[src/sv/stq_pkg.sv]
// ----------------------------------------------------------------------------
// stq_pkg
// shared types, codes and constants of the sorted timer deadline queue
// ----------------------------------------------------------------------------
package stq_pkg;

  localparam int ID_W          = 5;
  localparam int ID_SLOTS      = 1 << ID_W;
  localparam int OP_W          = 2;
  localparam int ST_W          = 2;
  localparam int MS_W          = 32;
  localparam int TS_W          = 48;
  localparam int CNT_OUT_W     = 6;
  localparam int US_PER_MS     = 1000;
  localparam int MUL_W         = 10;
  localparam int PROD_W        = MS_W + MUL_W;
  localparam int NUM_TIMERS_DEF = 32;
  localparam int TIME_BITS_DEF  = 48;

  localparam logic [OP_W-1:0] OP_START   = 2'd0;
  localparam logic [OP_W-1:0] OP_STOP    = 2'd1;
  localparam logic [OP_W-1:0] OP_RESTART = 2'd2;
  localparam logic [OP_W-1:0] OP_POLL    = 2'd3;

  localparam logic [ST_W-1:0] ST_DONE        = 2'd0;
  localparam logic [ST_W-1:0] ST_RUNNING     = 2'd1;
  localparam logic [ST_W-1:0] ST_NOT_RUNNING = 2'd2;
  localparam logic [ST_W-1:0] ST_NOT_DUE     = 2'd3;

  typedef struct packed {
    logic [OP_W-1:0] op;
    logic [ID_W-1:0] timer_id;
    logic [MS_W-1:0] timeout_ms;
    logic [TS_W-1:0] now_us;
  } cmd_t;

  typedef struct packed {
    logic [ST_W-1:0]      status;
    logic                 expired;
    logic [ID_W-1:0]      expired_id;
    logic                 queue_empty;
    logic [TS_W-1:0]      wait_us;
    logic [CNT_OUT_W-1:0] running_count;
  } rsp_t;

  typedef struct packed {
    logic load;
    logic ins;
    logic rem;
    logic pop;
  } cell_ctl_t;

endpackage

[src/sv/stq_cell.sv]
// ----------------------------------------------------------------------------
// stq_cell
// one position of the sorted list: holds a timer slot and its deadline,
// shifts right to make room on insert and takes its right neighbour on removal
// ----------------------------------------------------------------------------
module stq_cell #(
  parameter int TIME_BITS = stq_pkg::TIME_BITS_DEF
) (
  input  logic                      clk,
  input  logic                      rst,
  input  stq_pkg::cell_ctl_t        ctl,
  input  logic [stq_pkg::ID_W-1:0]  key_id,
  input  logic [TIME_BITS-1:0]      key_dl,
  input  logic                      lft_valid,
  input  logic [stq_pkg::ID_W-1:0]  lft_id,
  input  logic [TIME_BITS-1:0]      lft_dl,
  input  logic                      rgt_valid,
  input  logic [stq_pkg::ID_W-1:0]  rgt_id,
  input  logic [TIME_BITS-1:0]      rgt_dl,
  input  logic                      g_in,
  input  logic                      r_in,
  output logic                      valid,
  output logic [stq_pkg::ID_W-1:0]  id,
  output logic [TIME_BITS-1:0]      dl,
  output logic                      g_out,
  output logic                      r_out
);

  logic match;

  // stays in place on insert when its deadline is not later than the new one
  assign g_out = valid && (dl <= key_dl);
  // removal point reached at or before this cell
  assign r_out = r_in | (match & ~ctl.pop);

  always_ff @(posedge clk) begin
    if (rst) begin
      valid <= 1'b0;
    end else begin
      if (ctl.load) begin
        match <= valid && (id == key_id);
      end
      if (ctl.rem && r_out) begin
        valid <= rgt_valid;
        id    <= rgt_id;
        dl    <= rgt_dl;
      end else if (ctl.ins && !g_out) begin
        if (g_in) begin
          valid <= 1'b1;
          id    <= key_id;
          dl    <= key_dl;
        end else begin
          valid <= lft_valid;
          id    <= lft_id;
          dl    <= lft_dl;
        end
      end
    end
  end

endmodule

[config.mk]
export PLATFORM = sky130hd
export DESIGN_NAME = stq_cell
export DESIGN_NICKNAME = d
export VERILOG_FILES = /design/src/sv/stq_pkg.sv /design/src/sv/stq_cell.sv
export SDC_FILE = /design/constraint.sdc
export NUM_CORES = 1
export LEC_CHECK = 0
export BUFFER_PORTS_ARGS = -buffer_cell sky130_fd_sc_hd__buf_2
export CAP_MARGIN = 20
export CORE_MARGIN = 1.5
export CORE_UTILIZATION = 30
export CTS_BUF_LIST = sky130_fd_sc_hd__clkbuf_8
export CTS_CLUSTER_DIAMETER = 80
export DETAILED_ROUTE_END_ITERATION = 10
export SLEW_MARGIN = 20
export SYNTH_ARGS = -nofsm -noshare
export SYNTH_HDL_FRONTEND = slang
export SYNTH_SLANG_ARGS = --single-unit
[constraint.sdc]
create_clock -name clk -period 3.59 [get_ports clk]
set_input_delay 0.359 -clock clk [delete_from_list [all_inputs] [get_ports clk]]
set_output_delay 0.359 -clock clk [all_outputs]
set_load 0.02 [all_outputs]
# ---- Yosys cells after proc, flatten, opt, wreduce, memory -nomap -nowiden
# Index checks and enable logic that the tools add are counted.
dict set report word_totals {
  ff_bits 55
}
dict set report op_classes {
  magnitude_cmp 1
  bitwise 4
  eq_ne 1
  muxes 9
  reduce_logical 8
}
# operator count
set op_table {}
lappend op_table {{2-to-1 mux 48 bit} 3}
lappend op_table {{<= comparator 48 bit} 1}
lappend op_table {{2-to-1 mux 5 bit} 3}
lappend op_table {{== test 5 bit} 1}
lappend op_table {{logical AND 1 bit} 4}
lappend op_table {{AND reduction 2 bit} 2}
lappend op_table {{2-to-1 mux 1 bit} 3}
lappend op_table {{inverter 1 bit} 2}
lappend op_table {{nonzero test 2 bit} 1}
lappend op_table {{bitwise AND 1 bit} 1}
lappend op_table {{logical NOT 1 bit} 1}
lappend op_table {{OR 1 bit} 1}

# ---- Logic depth before layout (Yosys ltp)
dict set report depth {
  depth_word 6
  ltp_mapped 9
}

# ---- Least setup slack after synthesis
# Ideal clock, no wire load.
dict set report synth_timing {
  path_kind {reg-to-reg}
  start {register dl[1]}
  end {register dl[0] (enable)}
  t_required_ns 3.175
  stages_incl_launch_ff 9
  setup_ns 0.415
  arrival_time_ns 3.005
  slack_ns 0.169
  path_cell_list {edfxtp_1 > ha_1 > nor2b_1 > o211ai_1 > a2111oi_0 > a211oi_1 > a21oi_1 > o31a_2 > a31o_1}
}
dict set report synth_between {
  elab_chain_len 6
}
# item line_no
set synth_rtl {}
lappend synth_rtl {{from (decl)} stq_cell.sv:24} ;# output logic [TIME_BITS-1:0] dl,
lappend synth_rtl {{from (signal assigned)} stq_cell.sv:46} ;# dl <= rgt_dl;
lappend synth_rtl {{from (signal assigned)} stq_cell.sv:51} ;# dl <= key_dl;
lappend synth_rtl {{from (signal assigned)} stq_cell.sv:55} ;# dl <= lft_dl;
lappend synth_rtl {{<= comparator 48 bit} stq_cell.sv:32} ;# assign g_out = valid && (dl <= key_dl);
lappend synth_rtl {{logical AND 1 bit} stq_cell.sv:32}
lappend synth_rtl {{logical NOT 1 bit} stq_cell.sv:47} ;# end else if (ctl.ins && !g_out) begin
lappend synth_rtl {{logical AND 1 bit} stq_cell.sv:47}
lappend synth_rtl {{nonzero test 2 bit (no line)} --}
lappend synth_rtl {{AND reduction 2 bit (no line)} --}
# Every way passes these cells.
# A chain may end at the register's enable or synchronous reset.

# ---- Worst setup path in the final report
dict set report layout_timing {
  start {register dl[45]}
  end {register dl[14] (enable)}
}
# The elaborated chain is that of the path after synthesis.

==> impl_results.md <==
* Outcome: finished clean
* Startpoint Class: register
* Area contributors post-synth: edfxtp_1 40%, ha_1 15%, mux2i_1 13%, a21oi_1 8.9%, nor2_1 5.5%
* Slowest stage delay, CP at 0.44 ns
* Mapped Area at 4100 um2
* Clk sink count at 55
* Register area share after synthesis at 40.0%
* Filler cells at 1,359
* Via count at 3,853
* WP buf/inv at 1
* Syn nets at 645
* Skew-Pair Late Insertion Delay at 0.33 ns
* Die W at 120 um
* Die Y at 120 um
* Fin crit period at 3.09 ns
* Max-Slew Margin vs Limit at 37.9%
* Final setup vio count at 0
* Yosys warnings at 0
* Tcrit/Tclk final at 86.1%
* Hold path startpoint: rgt_dl[40]
* Worst VDD drop at 0.000161 V
* Vias in the first global route at 3,887
* Yosys top cell by area: edfxtp_1
* Top cell type's share of synthesized area at 39.6%
* Max Clk Rate at 324 MHz
* Final Hold Viols at 0
* Register area at 1640 um2
* Syn avg cell area at 9.58 um2
* Row Count at 42
* FF-to-FF path depth at 8
* Max-cap check violation count at 0
* CP startpoint: dl[45]
* #FFs+latches synth at 55
* Largest net degree at the start of global routing at 68
* CTS tree: yes
* Hold_buf cts at 0
* TNS Setup at 0 ns
* CTS HTree Levels at 2
* Worst-path maximum fanout at 35
* Critical Path Slowest Stage Cell: a31o_2
* Crit-path leading delay family: simple AND/OR/NAND/NOR gates
* LEAKAGE at 2.80 nW
* Post-CTS Setup Inserts at 0
* Crit path cell chain: ha_1 > nand4_2 > nor4_4 > nand4_1 > or3_1 > o31a_2 > a31o_2 > buf_12
* IO Count at 225
* CTS Buffer Depth at 2
* GPL Wtd Cong at 0.797
* GR Overflow Total at 0
* Die area at 14,400 um2
* Nets@finish at 860
* Type of the worst setup path: reg2reg
* Hold Path Cell Cnt at 3
* Crit path DAT at 3.17 ns
* Clk_skew at 0.00776 ns
* Hold WC Path Type: in2reg
* IO buf count at 224
* Final wirelength at 11.4 mm
* Actual slew at the worst max-slew pin at 0.932 ns
* Drt first pass iters at 4
* Fin. max-slew vios at 0
* CP required at 3.67 ns
* CTS Buf Count at 5
* Routed Antenna Nets at 0
* Gr usage total at 15.6%
* # DRC at 0
* CTS root buf: clkbuf_8
* Core Region at 13,300 um2
* Initial DRC count at 81
* Resized cells post-CTS at 0
* Post-DR wirelength/cell at 13.8 um
* Multi-input gate area at 2190 um2
* Vias per cell at 4.69
* Crit Reg-Reg Startpoint: dl[45]
* Power per cell area at 323 nW/um2
* Initial antenna violation count at 2
* First-pass GRT wire length at 17.7 mm
* Endpoint class of the critical path: register
* Post-DP HPWL at 9.21 mm
* Initial core utilization at 30.8%
* Area grow syn2layout at 33.8%
* RSZ-0062 raised after global routing: no
* Cell variety after synth at 39
* Fraction of layout cells with a size suffix above 1 at 37.0%
* Post-Syn Instances at 428
* Crit path depth at 8
* Final Core Density at 41.2%
* Overall Power at 1.77 mW
* Clock-pin slew on the worst setup and hold paths at 0.10 ns
layer usage:
metal  up-vias  track usage [%]  routed length, um
li1       1968                -                  -
met1      1737             17.8               4730
met2       134             28.1               5640
met3        14             4.47                781
met4         0             4.91                207
met5         -                0                  0
state kept, by name (all words and copies together) (netlist names):
name   count
match      1
dl        48
id         5
valid      1
kinds of logic (layout without fill, tap and decap cells):
| family | after synthesis | in the layout | share of synthesized area, % |
|---|---|---|---|
| AO/OA/AOI/OAI | 95 | 95 | 12.9 |
| XOR/XNOR | 5 | 5 | 1.07 |
| adder cells (fa/ha/maj) | 48 | 48 | 14.7 |
| buffers and inverters | 70 | 286 | 6.72 |
| flip-flops | 55 | 55 | 40.0 |
| multiplexers | 53 | 53 | 12.9 |
| other | 0 | 2 | 0 |
| AND/OR/NAND/NOR | 102 | 102 | 11.7 |
cells in the mapped netlist (all sizes together):
library cell,n
a21oi,73
nor2,60
edfxtp,54
mux2i,53
inv,52
ha,48
nand2,14
clkbuf,12
nand4,11
nand3,8
buf,6
a21o,4
o21ai,4
xnor2,4
a2111oi,2
a211oi,2
nor2b,2
nor3,2
nor4,2
a21boi,1
a221oi,1
a2bb2oi,1
a31o,1
a31oi,1
and4,1
dfxtp,1
o211ai,1
o21a,1
o221ai,1
o31a,1
o31ai,1
or3,1
or4,1
xor2,1
metrics by stage:
stage	setup slack [ns]	hold slack, ns	cell area [um2]	std cells
after floorplan	0.169	0.532	4100	428
after global placement	0.420	0.552	5400	812
after detailed placement	0.364	0.599	5400	812
after CTS	0.415	0.328	5480	820
after global routing	0.240	0.332	5480	821
final	0.500	0.348	5480	822
cell usage in the layout, fill, tap and decap left out, types with 3 or more instances in the layout:
cell type	count
buf_2	223
a21oi_1	73
nor2_1	60
edfxtp_1	54
inv_1	53
mux2i_1	53
ha_1	48
nand2_1	13
nand4_1	8
nand3_1	8
clkbuf_8	5
a21o_1	4
xnor2_1	4
nand4_2	3
o21ai_0	3
final timing paths:
path / to / slack (ns)
setup / recovery: dl[14] / 0.50
hold / removal: dl[40] / 0.35
setup reg to reg: dl[14] / 0.50
hold reg to reg: valid / 0.60
power by group:
group / switching [mW] / internal, mW / leakage (nW) / total (mW)
registers: 0.0361 / 0.793 / 0.519 / 0.829
logic: 0.342 / 0.250 / 2.24 / 0.592
clock network: 0.219 / 0.131 / 0.0444 / 0.351
total: 0.597 / 1.17 / 2.80 / 1.77
worst reg2reg max path: stages (launching register included):
cell	delay, ns
edfxtp_1	0.42
ha_1	0.33
nand4_2	0.19
nor4_4	0.41
nand4_1	0.22
or3_1	0.41
o31a_2	0.14
a31o_2	0.44
buf_12	0.27
final cells by class:
| class | count | area share, % |
|---|---|---|
| clock buffer | 5 | 1.26 |
| multi-input combinational | 303 | 39.9 |
| tap | 176 | 4.02 |
| antenna | 2 | 0.0913 |
| sequential | 55 | 29.9 |
| timing repair buffer | 226 | 21.0 |
| inverter | 52 | 3.56 |
| clock inverter | 3 | 0.205 |
Power figures use the tool's default switching activity.
